**src/c2e_pkg.sv**
```systemverilog
`timescale 1ns / 1ps
// Shared types, widths and constants for the cube-face to equirectangular address block.
// No dependencies.
package c2e_pkg;

   localparam int MAX_EDGE_LEN   = 4096;
   localparam int MAX_SRC_WIDTH  = 8192;
   localparam int MAX_SRC_HEIGHT = 4096;

   localparam int FACE_W      = 3;
   localparam int COORD_W     = 12;
   localparam int FS_W        = 13;
   localparam int SW_W        = 14;
   localparam int SH_W        = 13;
   localparam int SRC_COL_W   = 13;
   localparam int SRC_ROW_W   = 12;
   localparam int SRC_IDX_W   = 25;
   localparam int Q_W         = 18;
   localparam int SQ_W        = 36;
   localparam int ROOT_W      = 18;
   localparam int CORDIC_IN_W = 19;
   localparam int CORDIC_W    = 22;
   localparam int ANG_W       = 22;
   localparam int FRAC_W      = 17;
   localparam int CSR_ADDR_W  = 4;
   localparam int CSR_DATA_W  = 32;

   localparam int DIV_STEPS    = 18;
   localparam int SQRT_STEPS   = 18;
   localparam int CORDIC_STEPS = 16;

   localparam logic [Q_W-1:0]        Q_ONE_U    = 18'd65536;
   localparam logic [Q_W-1:0]        Q_SAT_U    = 18'd196607;
   localparam logic signed [Q_W-1:0] Q_ONE      = 18'sd65536;
   localparam logic signed [ANG_W-1:0] HALF_TURN = 22'sd524288;
   localparam logic [FRAC_W-1:0]     FRAC_ONE   = 17'd65536;

   localparam logic signed [ANG_W-1:0] ATAN_TURNS [CORDIC_STEPS] = '{
      22'sd131072, 22'sd77376, 22'sd40884, 22'sd20753,
      22'sd10417,  22'sd5213,  22'sd2607,  22'sd1304,
      22'sd652,    22'sd326,   22'sd163,   22'sd81,
      22'sd41,     22'sd20,    22'sd10,    22'sd5
   };

   typedef enum logic [FACE_W-1:0] {
      FACE_POS_X = 3'd0,
      FACE_NEG_X = 3'd1,
      FACE_POS_Y = 3'd2,
      FACE_NEG_Y = 3'd3,
      FACE_POS_Z = 3'd4,
      FACE_NEG_Z = 3'd5
   } face_type;

   typedef enum logic [1:0] {
      REG_EDGE_LEN   = 2'd0,
      REG_SRC_WIDTH  = 2'd1,
      REG_SRC_HEIGHT = 2'd2
   } reg_index_type;

endpackage

```
**src/c2e_sqrt.sv**
```systemverilog
`timescale 1ns / 1ps
// Pipelined integer square root, one result bit per stage.
// Depends on c2e_pkg.
module c2e_sqrt (
   input  logic                          clock,
   input  logic                          en,
   input  logic [c2e_pkg::SQ_W-1:0]      radicand,
   output logic [c2e_pkg::ROOT_W-1:0]    root
);

   localparam int STEPS = c2e_pkg::SQRT_STEPS;
   localparam int W     = c2e_pkg::SQ_W;

   logic [W-1:0] n_ff   [STEPS];
   logic [W-1:0] res_ff [STEPS];
   logic [W-1:0] n_in   [STEPS];
   logic [W-1:0] res_in [STEPS];
   logic [W-1:0] n_prv  [STEPS];
   logic [W-1:0] res_prv[STEPS];

   genvar k;
   generate
      for (k = 0; k < STEPS; k++) begin : g_step
         localparam logic [W-1:0] ONE_BIT = W'(1) << (2 * (STEPS - 1 - k));

         if (k == 0) begin : g_first
            assign n_prv[k]   = radicand;
            assign res_prv[k] = '0;
         end else begin : g_rest
            assign n_prv[k]   = n_ff[k-1];
            assign res_prv[k] = res_ff[k-1];
         end

         always_comb begin
            logic [W:0] trial;
            trial = {1'b0, res_prv[k]} + {1'b0, ONE_BIT};
            if ({1'b0, n_prv[k]} >= trial) begin
               n_in[k]   = W'({1'b0, n_prv[k]} - trial);
               res_in[k] = (res_prv[k] >> 1) + ONE_BIT;
            end else begin
               n_in[k]   = n_prv[k];
               res_in[k] = res_prv[k] >> 1;
            end
         end

         always_ff @(posedge clock) begin
            if (en) begin
               n_ff[k]   <= n_in[k];
               res_ff[k] <= res_in[k];
            end
         end
      end
   endgenerate

   assign root = res_ff[STEPS-1][c2e_pkg::ROOT_W-1:0];

endmodule

```
**config.mk**
```make
export PLATFORM = sky130hd
export DESIGN_NAME = c2e_sqrt
export DESIGN_NICKNAME = d
export VERILOG_FILES = /design/src/c2e_pkg.sv /design/src/c2e_sqrt.sv
export SDC_FILE = /design/constraint.sdc
export NUM_CORES = 1
export LEC_CHECK = 0
export BUFFER_PORTS_ARGS = -buffer_cell sky130_fd_sc_hd__buf_4
export CAP_MARGIN = 20
export CORE_UTILIZATION = 50
export DETAILED_ROUTE_END_ITERATION = 6
export PLACE_DENSITY = 0.73
export RECOVER_POWER = 25
export SETUP_SLACK_MARGIN = 0.4
export SYNTH_ARGS = -nofsm -noshare
export SYNTH_HDL_FRONTEND = slang
export SYNTH_SLANG_ARGS = --single-unit
export TNS_END_PERCENT = 5
```
**constraint.sdc**
```tcl
create_clock -name clock -period 4 [get_ports clock]
set_input_delay 0.4 -clock clock [delete_from_list [all_inputs] [get_ports clock]]
set_output_delay 0.4 -clock clock [all_outputs]
set_load 0.01 [all_outputs]
```
# After elaboration in Yosys (flattened, before gate mapping)
# Memories as Yosys holds them, arrays and structs flattened.
# Cells that the tools add are included.
[word_totals]
ff_bits = 0
ram_bits = 1296
out_inout_bits = 18
latch_bits = 0
inputBits = 38
mem_bits_ro = 0
word_cells = 110
memories = 2
[mem_list]
columns = ["memory", "depth", "word_bits", "read_ports", "rd_ports_with_merged_regs", "wr", "line_no", "rtl"]
rows = [
  ["n_ff", 18, 36, 17, 0, 18, "c2e_sqrt.sv:14", "logic [W-1:0] n_ff [STEPS];"],
  ["res_ff", 18, 36, 18, 0, 18, "c2e_sqrt.sv:15", "logic [W-1:0] res_ff [STEPS];"],
]
[classes]
mul = 0
div = 0
n_addsub = 52
n_bitwise = 0
eq_ne = 0
n_lt_le_gt_ge = 18
n_reduce_logical = 0
n_shift = 0
mux = 38
[op_table]
columns = ["op", "n"]
rows = [
  ["36-bit two-way mux", 35],
  ["36-bit by 37-bit greater-or-equal comparator with 1-bit output", 17],
  ["36-bit subtractor", 17],
  ["36-bit by 1-bit adder with 37-bit output (second input constant)", 1],
  ["36-bit by 11-bit adder with 37-bit output (second input constant)", 1],
  ["36-bit by 13-bit adder with 37-bit output (second input constant)", 1],
  ["36-bit by 15-bit adder with 37-bit output (second input constant)", 1],
  ["36-bit by 17-bit adder with 37-bit output (second input constant)", 1],
  ["36-bit by 19-bit adder with 37-bit output (second input constant)", 1],
  ["36-bit by 21-bit adder with 37-bit output (second input constant)", 1],
  ["36-bit by 23-bit adder with 37-bit output (second input constant)", 1],
  ["36-bit by 25-bit adder with 37-bit output (second input constant)", 1],
  ["36-bit by 27-bit adder with 37-bit output (second input constant)", 1],
  ["36-bit by 29-bit adder with 37-bit output (second input constant)", 1],
  ["36-bit by 3-bit adder with 37-bit output (second input constant)", 1],
  ["36-bit by 31-bit adder with 37-bit output (second input constant)", 1],
  ["36-bit by 33-bit adder with 37-bit output (second input constant)", 1],
  ["36-bit by 5-bit adder with 37-bit output (second input constant)", 1],
  ["36-bit by 7-bit adder with 37-bit output (second input constant)", 1],
  ["36-bit by 9-bit adder with 37-bit output (second input constant)", 1],
  ["35-bit by 1-bit adder with 36-bit output (second input constant)", 1],
  ["35-bit by 11-bit adder with 36-bit output (second input constant)", 1],
  ["35-bit by 13-bit adder with 36-bit output (second input constant)", 1],
  ["35-bit by 15-bit adder with 36-bit output (second input constant)", 1],
  ["other kinds (17)", 18],
]

# Logic depth before layout (Yosys ltp)
# Gate-level depths: netlist (run 1).
# An unclocked memory read counts as a cell.
[logic_depth]
word_depth = 4
mapped_depth = 12
ltp_nobuf = 11

# Worst setup path before layout (run 1)
# Ideal clock, no wire load.
[synth_timing]
path_kind = "register to register"
from = "memory n_ff[14][7] (netlist bit)"
to = "memory n_ff[15][34] (netlist bit), data pin"
path_stages_with_launch = 11
setup_ns = 0.262
path_buffers = 1
arrival_ns = 3.055
setup_slack_ns = 0.683
t_required_ns = 3.738
period_less_slack_ns = 3.317
cell_sequence = "edfxtp_1 -> ha_1 -> or4b_1 -> or4_1 -> nor4_1 -> a211oi_1 -> nor3b_4 -> or4_1 -> buf_2 -> nor3b_2 -> xor2_1"
[synth_rtl]
columns = ["item", "line_no"]
rows = [
  ["start: declaration", "c2e_sqrt.sv:14"],
]

==> results of run 1 <==
cell usage in the layout (no fill, tap or decap), types with 11 or more instances in the layout:
| master | count |
|---|---|
| dlygate4sd3_1 | 37 |
| nand2_1 | 191 |
| nand4_1 | 27 |
| nor2b_1 | 23 |
| ha_1 | 185 |
| or3_1 | 39 |
| o21ai_0 | 155 |
| nor3_1 | 81 |
| buf_4 | 42 |
| nand3b_1 | 14 |
| nor2_1 | 159 |
| inv_1 | 217 |
| nor4_1 | 87 |
| o31ai_1 | 23 |
| or4_1 | 15 |
| o21a_1 | 30 |
| nand3_1 | 44 |
| clkinv_1 | 17 |
| a211o_1 | 11 |
| clkbuf_16 | 81 |
| clkinv_2 | 11 |
| a21oi_1 | 134 |
| clkbuf_1 | 12 |
| xnor2_1 | 124 |
| a21o_1 | 40 |
| a211oi_1 | 14 |
| edfxtp_1 | 783 |
| clkbuf_4 | 34 |
| mux2_2 | 13 |
| and2_1 | 12 |
| nand2b_1 | 47 |
| xor2_1 | 121 |
| nor4b_1 | 11 |
| and3_1 | 13 |
| or2_2 | 14 |
timing repair:
item                                   in CTS  in global routing
cloned                                      0                  0
endpoints found under the hold margin      36                  0
gates resized for setup                     2                  6
setup endpoints to repair                   5                 26
setup buffers                               0                  0
hold buffers                               37                  0
flip-flops by register name, indices dropped and copies added (netlist names):
name / count
res_ff: 171
n_ff: 612
through the flow:
| step | setup WS (ns) | util, % | power, mW | cell area (sq um) |
|---|---|---|---|---|
| after floorplan | 0.683 | - | 13.4 | 36500 |
| after global placement | 0.324 | 53.3 | 14.4 | 38300 |
| after detailed placement | 0.287 | 53.3 | 14.5 | 38300 |
| after CTS | 0.385 | 57.6 | 22.2 | 41400 |
| after global routing | 0.312 | 57.7 | 23.1 | 41400 |
| final | 0.433 | 57.7 | 22.1 | 41400 |
cell type report:
type | count | area, sq um | share of cell area (%)
inverter | 217 | 815 | 1.97
sequential | 783 | 23500 | 56.7
timing repair buffer | 121 | 1090 | 2.63
multi-input combinational | 1763 | 12100 | 29.1
clock buffer | 93 | 2070 | 5.00
clock inverter | 56 | 689 | 1.66
tap | 950 | 1190 | 2.87
worst max-delay path, cell delays in order (launching register included):
cell	delay, ns
edfxtp_1	0.39
ha_1	0.39
or4b_1	0.51
or4_1	0.51
nor4_2	0.31
a211oi_1	0.13
nor3b_4	0.17
buf_4	0.26
a2111oi_0	0.50
xor2_1	0.12
power breakdown:
part | internal, mW | leakage (nW) | total (mW) | switching, mW
Clock | 4.43 | 1.30 | 7.65 | 3.22
Sequential | 10.3 | 7.50 | 11.0 | 0.713
Combinational | 1.49 | 6.82 | 3.45 | 1.96
routing by layer:
layer | track usage [%] | vias to the layer above
met5 | 0 | -
met4 | 8.15 | 2
met3 | 2.77 | 173
met2 | 36.4 | 570
met1 | 23.3 | 10900
li1 | - | 10800
path summary, 6_finish.rpt:
kind	to	slack (ns)	cells past startpoint
max	n_ff[15][35]$_DFFE_PP_	0.43	9
min	res_ff[6][23]$_DFFE_PP_	0.32	1
max reg2reg	n_ff[15][35]$_DFFE_PP_	0.43	9
min reg2reg	res_ff[9][18]$_DFFE_PP_	0.44	0
logic make-up (layout without fill, tap and decap cells):
kind of cell	Yosys count	after routing	synth area share [%]
compound gates	495	495	8.42
xor+xnor	245	245	5.88
fa+ha+maj	185	185	6.34
buf+inv	258	487	2.66
flops	783	783	64.4
mux	23	23	0.675
simple gates	815	815	11.6
==> flow_metrics.env, run 1 <==
export IMPL_status="finished with violations"
export IMPL_launch_instance_of_the_worst_min_delay_path="en"
export IMPL_fmax_mhz=280
export IMPL_cts_max_path_buffers=3
export IMPL_cp_required_ns=4.38
export IMPL_met3WireLength_microns=2790
export IMPL_drt_first_pass_iters=7
export IMPL_timing_clock_skew_ns=0.0721
export IMPL_failed_checks="DRC"
export IMPL_synth_top_area_share_pct=64.4
export IMPL_route_final_wire_length_microns=73300
export IMPL_global_route_overflow_total=0
export IMPL_top_level_ports=56
export IMPL_clock_tree_htree_level_count=3
export IMPL_core_region_area_sq_um=71900
export IMPL_count_of_buffers_from_port_buffering=55
export IMPL_total_leakage_power_nw=15.6
export IMPL_synth_area_sq_um=36500
export IMPL_antenna_found_initial=1
export IMPL_synthDistinctLibCells=72
export IMPL_antennaDiodeCount=0
export IMPL_clkTransAtPathRegs_ns=0.06
export IMPL_max_vdd_ir_drop_mv=0.419
export IMPL_fp_dieH_microns=272
export IMPL_final_period_utilization_pct=89.2
export IMPL_critPathKind="reg2reg"
export IMPL_worst_path_max_fanout=36
export IMPL_async_flop_share_pct=0
export IMPL_startpoint="n_ff[14][7]$_DFFE_PP_"
export IMPL_timing_slew_headroom_pct=31.7
export IMPL_route_top_layer_used="met5"
export IMPL_final_setup_tns_ns=0
export IMPL_fp_dieArea_sq_um=74100
export IMPL_grt_start_max_net_pins=109
export IMPL_timing_critical_path_to_type="flip-flop"
export IMPL_tightestPinTransition_ns=1.03
export IMPL_hold_viol=0
export IMPL_report_final_slew_viol_count=0
export IMPL_route_antenna_remaining_nets=0
export IMPL_synthMostInstantiatedCell="edfxtp_1"
export IMPL_worstSetupStartpointType="flip-flop"
export IMPL_synth_net_count=3027
export IMPL_route_detailed_wl_per_inst_microns=18.4
export IMPL_finish_cell_count_without_fillers=3983
export IMPL_ys_dominant_reg_cell="edfxtp_1"
export IMPL_syn_mean_instance_area_sq_um=13.0
export IMPL_global_route_wire_length_before_repair_microns=117000
export IMPL_synth_seq_area_share_pct=64.4
export IMPL_initial_utilization_pct=50.8
export IMPL_dr_total_vias=22400
export IMPL_grt_usage_pct=19.9
export IMPL_fin_worst_hold_slack_ns=0.318
export IMPL_final_setup_viol_count=0
export IMPL_power_per_cell_area_nw_per_um2=534
export IMPL_worst_r2r_startpoint="n_ff[14][7]$_DFFE_PP_"
export IMPL_synth_edf_count=783
export IMPL_detail_route_vias_per_cell=5.63
export IMPL_numPlacedInstances=3796
export IMPL_hpwl_microns=53100
export IMPL_root_buffer="clkbuf_16"
export IMPL_chipWidth_microns=272
export IMPL_synth_top_cells_by_count="783 x edfxtp_1, 217 x inv_1, 191 x nand2_1, 185 x ha_1, 159 x nor2_1"
export IMPL_yosys_top_cells_area="edfxtp_1 64%, ha_1 6.3%, xnor2_1 3.0%, xor2_1 2.9%, inv_1 2.2%"
export IMPL_post_route_min_period_ns=3.57
export IMPL_drt_met1_wl_microns=29200
export IMPL_numClockSinks=783
export IMPL_cts_tree="done"
export IMPL_area_delta_synth_final_pct=13.5
export IMPL_final_layout_size_suffix_gt1_share_pct=8.21
export IMPL_min_delay_path_class="in2reg"
export IMPL_first_iter_violations=1742
export IMPL_synthesized_instance_count=2804
export IMPL_nets=3190
export IMPL_ys_warnings_count=0
export IMPL_worst_ep_arrival_time_ns=3.94
export IMPL_rsz0062_at_grt="true"
export IMPL_post_synth_top_area_cell="edfxtp_1"
export IMPL_rows=98
export IMPL_clock_insertion_delay_worst_skew_ns=0.65
export IMPL_grt_pass1_vias=22400
export IMPL_met2WireLength_microns=38400
export IMPL_post_detailed_route_drc_marker_count=2
export IMPL_filler_cell_count=5660
export IMPL_gp_congestion=0.922
export IMPL_synth_seq_cells=783
export IMPL_drv_cap=0
export IMPL_cts_inserted_buffers=81
No activity file was read; power rests on OpenSTA's default activity.
==> run 2, diff against run 1 <==
CELL_PAD_IN_SITES_DETAIL_PLACEMENT = 0   (was not set)
CELL_PAD_IN_SITES_GLOBAL_PLACEMENT = 1   (was not set)
PLACE_DENSITY = 0.8   (was 0.73)
==> flow_metrics.env, run 2 (synthesis results as in run 1) <==
export IMPL_status="finished with violations"
export IMPL_failed_checks="capacitance limit, slew limit"
export IMPL_rows=98
export IMPL_fmax_mhz=279
export IMPL_drt_first_pass_iters=5
export IMPL_worstRegToRegCells=9
export IMPL_rsz0062_at_grt="true"
export IMPL_gp_congestion=0.881
export IMPL_dr_total_vias=22100
export IMPL_top_level_ports=56
export IMPL_total_leakage_power_nw=15.6
export IMPL_root_buffer="clkbuf_16"
export IMPL_slowest_delay_ns=0.55
export IMPL_worstSetupStartpointType="flip-flop"
export IMPL_critPathTopFamily="simple AND/OR/NAND/NOR gates"
export IMPL_critPathKind="reg2reg"
export IMPL_timing_slew_headroom_pct=-40.8
export IMPL_largest_register="n_ff"
export IMPL_final_layout_size_suffix_gt1_share_pct=8.21
export IMPL_fp_dieArea_sq_um=74100
export IMPL_cp_required_ns=4.38
export IMPL_final_seq_area_sq_um=23500
export IMPL_worst_r2r_startpoint="n_ff[14][7]$_DFFE_PP_"
export IMPL_crit_buf_inv=0
export IMPL_clock_insertion_delay_worst_skew_ns=0.64
export IMPL_clkTransAtPathRegs_ns=0.06
export IMPL_number_of_flip_flops_under_the_largest_register_name=612
export IMPL_count_of_buffers_from_port_buffering=55
export IMPL_max_vdd_ir_drop_mv=0.392
export IMPL_final_period_utilization_pct=89.8
export IMPL_timing_critical_path_to_type="flip-flop"
export IMPL_cts_tree="done"
export IMPL_first_iter_violations=1445
export IMPL_hold_viol=0
export IMPL_area_delta_synth_final_pct=13.4
export IMPL_most_common_cell_after_layout_fill_and_taps_aside="edfxtp_1"
export IMPL_hpwl_microns=53900
export IMPL_nets=3189
export IMPL_launch_instance_of_the_worst_min_delay_path="radicand[35]"
export IMPL_global_route_wire_length_before_repair_microns=118000
export IMPL_reg2reg_slack_ns=0.41
export IMPL_global_route_overflow_total=0
export IMPL_power_per_cell_area_nw_per_um2=530
export IMPL_chipWidth_microns=272
export IMPL_cts_inserted_buffers=84
export IMPL_timing_clock_skew_ns=0.0448
export IMPL_fp_dieH_microns=272
export IMPL_multi_input_comb_area_sq_um=12100
export IMPL_grt_pass1_vias=22300
export IMPL_worstHoldPathCells=2
export IMPL_cts_max_path_buffers=3
export IMPL_drv_cap=1
export IMPL_core_region_area_sq_um=71900
export IMPL_timing_critical_path_cells="ha_2 -> or4b_1 -> or4_1 -> nor4_4 -> a211oi_1 -> nor3b_4 -> or4_4 -> nor3b_4 -> xor2_1"
export IMPL_critical_path_slowest_cell="or4_1"
export IMPL_worst_hold_path_endpoint="n_ff[0][35]$_DFFE_PP_"
export IMPL_route_detailed_wl_per_inst_microns=18.5
export IMPL_worst_path_max_fanout=5
export IMPL_final_setup_viol_count=0
export IMPL_route_final_wire_length_microns=73900
export IMPL_rr_endpoint="n_ff[15][34]$_DFFE_PP_"
export IMPL_report_final_slew_viol_count=64
export IMPL_critical_path_most_common_cell="nor3b_4"
export IMPL_detail_route_vias_per_cell=5.55
export IMPL_initial_utilization_pct=50.8
export IMPL_antennaDiodeCount=0
export IMPL_top_regs="n_ff x612, res_ff x171"
export IMPL_post_route_min_period_ns=3.59
export IMPL_worst_ep_arrival_time_ns=3.97
export IMPL_post_detailed_route_drc_marker_count=0
export IMPL_grt_usage_pct=20.0
export IMPL_numClockSinks=783
export IMPL_placed_cell_area_sq_um=38300
export IMPL_grt_start_max_net_pins=131
export IMPL_clock_tree_htree_level_count=3
export IMPL_min_delay_path_class="in2reg"
export IMPL_final_design_area_no_fill_sq_um=41400
export IMPL_antenna_found_initial=1
export IMPL_filler_cell_count=5744
export IMPL_mostFrequentLayoutCells="783 x edfxtp_1, 217 x inv_1, 191 x nand2_1, 184 x ha_1, 159 x nor2_1"
export IMPL_final_setup_tns_ns=0
export IMPL_tightestPinTransition_ns=2.11
export IMPL_route_antenna_remaining_nets=0
export IMPL_fin_worst_hold_slack_ns=0.0579
[run 2: changes by cell type in the layout (fill, tap and decap cells not counted), sizes merged]
cell | before | now
inv | 218 | 220
dlygate4sd3 | 37 | 36
dlymetal6s2s | 1 | 0
buf | 49 | 45
bufinv | 10 | 6
clkbuf | 127 | 135
[run 2: timing repair]
action                     in CTS  in global routing
setup endpoints to repair       8                 21
hold buffers                   36                  0
gates resized for setup         4                  8
setup buffers                   0                  0
pin swaps                       0                  1
hold endpoints to repair       36                  0
[run 2: worst max-delay path by stage]
stage | start | to | slack, ns | cells after the start
2_1_floorplan | n_ff[14][7]$_DFFE_PP_ | n_ff[15][34]$_DFFE_PP_ | 0.68 | 10
3_3_place_gp | n_ff[14][7]$_DFFE_PP_ | n_ff[15][26]$_DFFE_PP_ | 0.24 | 9
3_5_place_dp | n_ff[14][7]$_DFFE_PP_ | n_ff[15][34]$_DFFE_PP_ | 0.14 | 9
4_1_cts | n_ff[14][7]$_DFFE_PP_ | n_ff[15][34]$_DFFE_PP_ | 0.32 | 9
5_1_grt | n_ff[14][8]$_DFFE_PP_ | n_ff[15][34]$_DFFE_PP_ | 0.29 | 9
6_report | n_ff[14][7]$_DFFE_PP_ | n_ff[15][34]$_DFFE_PP_ | 0.41 | 9
[run 2: area by class of cell]
class	count	area share, %
Clock inverter	54	1.36
Tap cell	950	2.87
Multi-Input combinational cell	1763	29.2
Sequential cell	783	56.8
Timing Repair Buffer	117	2.54
Clock buffer	99	5.22
Inverter	217	1.97
[run 2: stage by stage]
step           utilization, %  worst slack [ns]  power, mW  instances
6_report                 57.6             0.410       22.0       3983
2_1_floorplan               -             0.683       13.4       2804
3_5_place_dp             53.2             0.138       14.6       3793
3_3_place_gp             53.2             0.238       14.5       3793
5_1_grt                  57.6             0.289       22.9       3983
4_1_cts                  57.5             0.322       22.1       3982
[run 2: metal layers]
layer / routed length [microns] / track usage (%) / up-vias
li1: - / - / 10800
met5: 13 / 0 / -
met4: 2030 / 6.68 / 2
met3: 2740 / 3.00 / 135
met2: 38300 / 36.0 / 482
met1: 30800 / 24.6 / 10700
[run 2: power breakdown]
group	internal [mW]	leakage, nW	switching [mW]
logic	1.49	6.80	1.94
clock network	4.31	1.29	3.20
registers	10.3	7.50	0.716
total	16.1	15.6	5.86
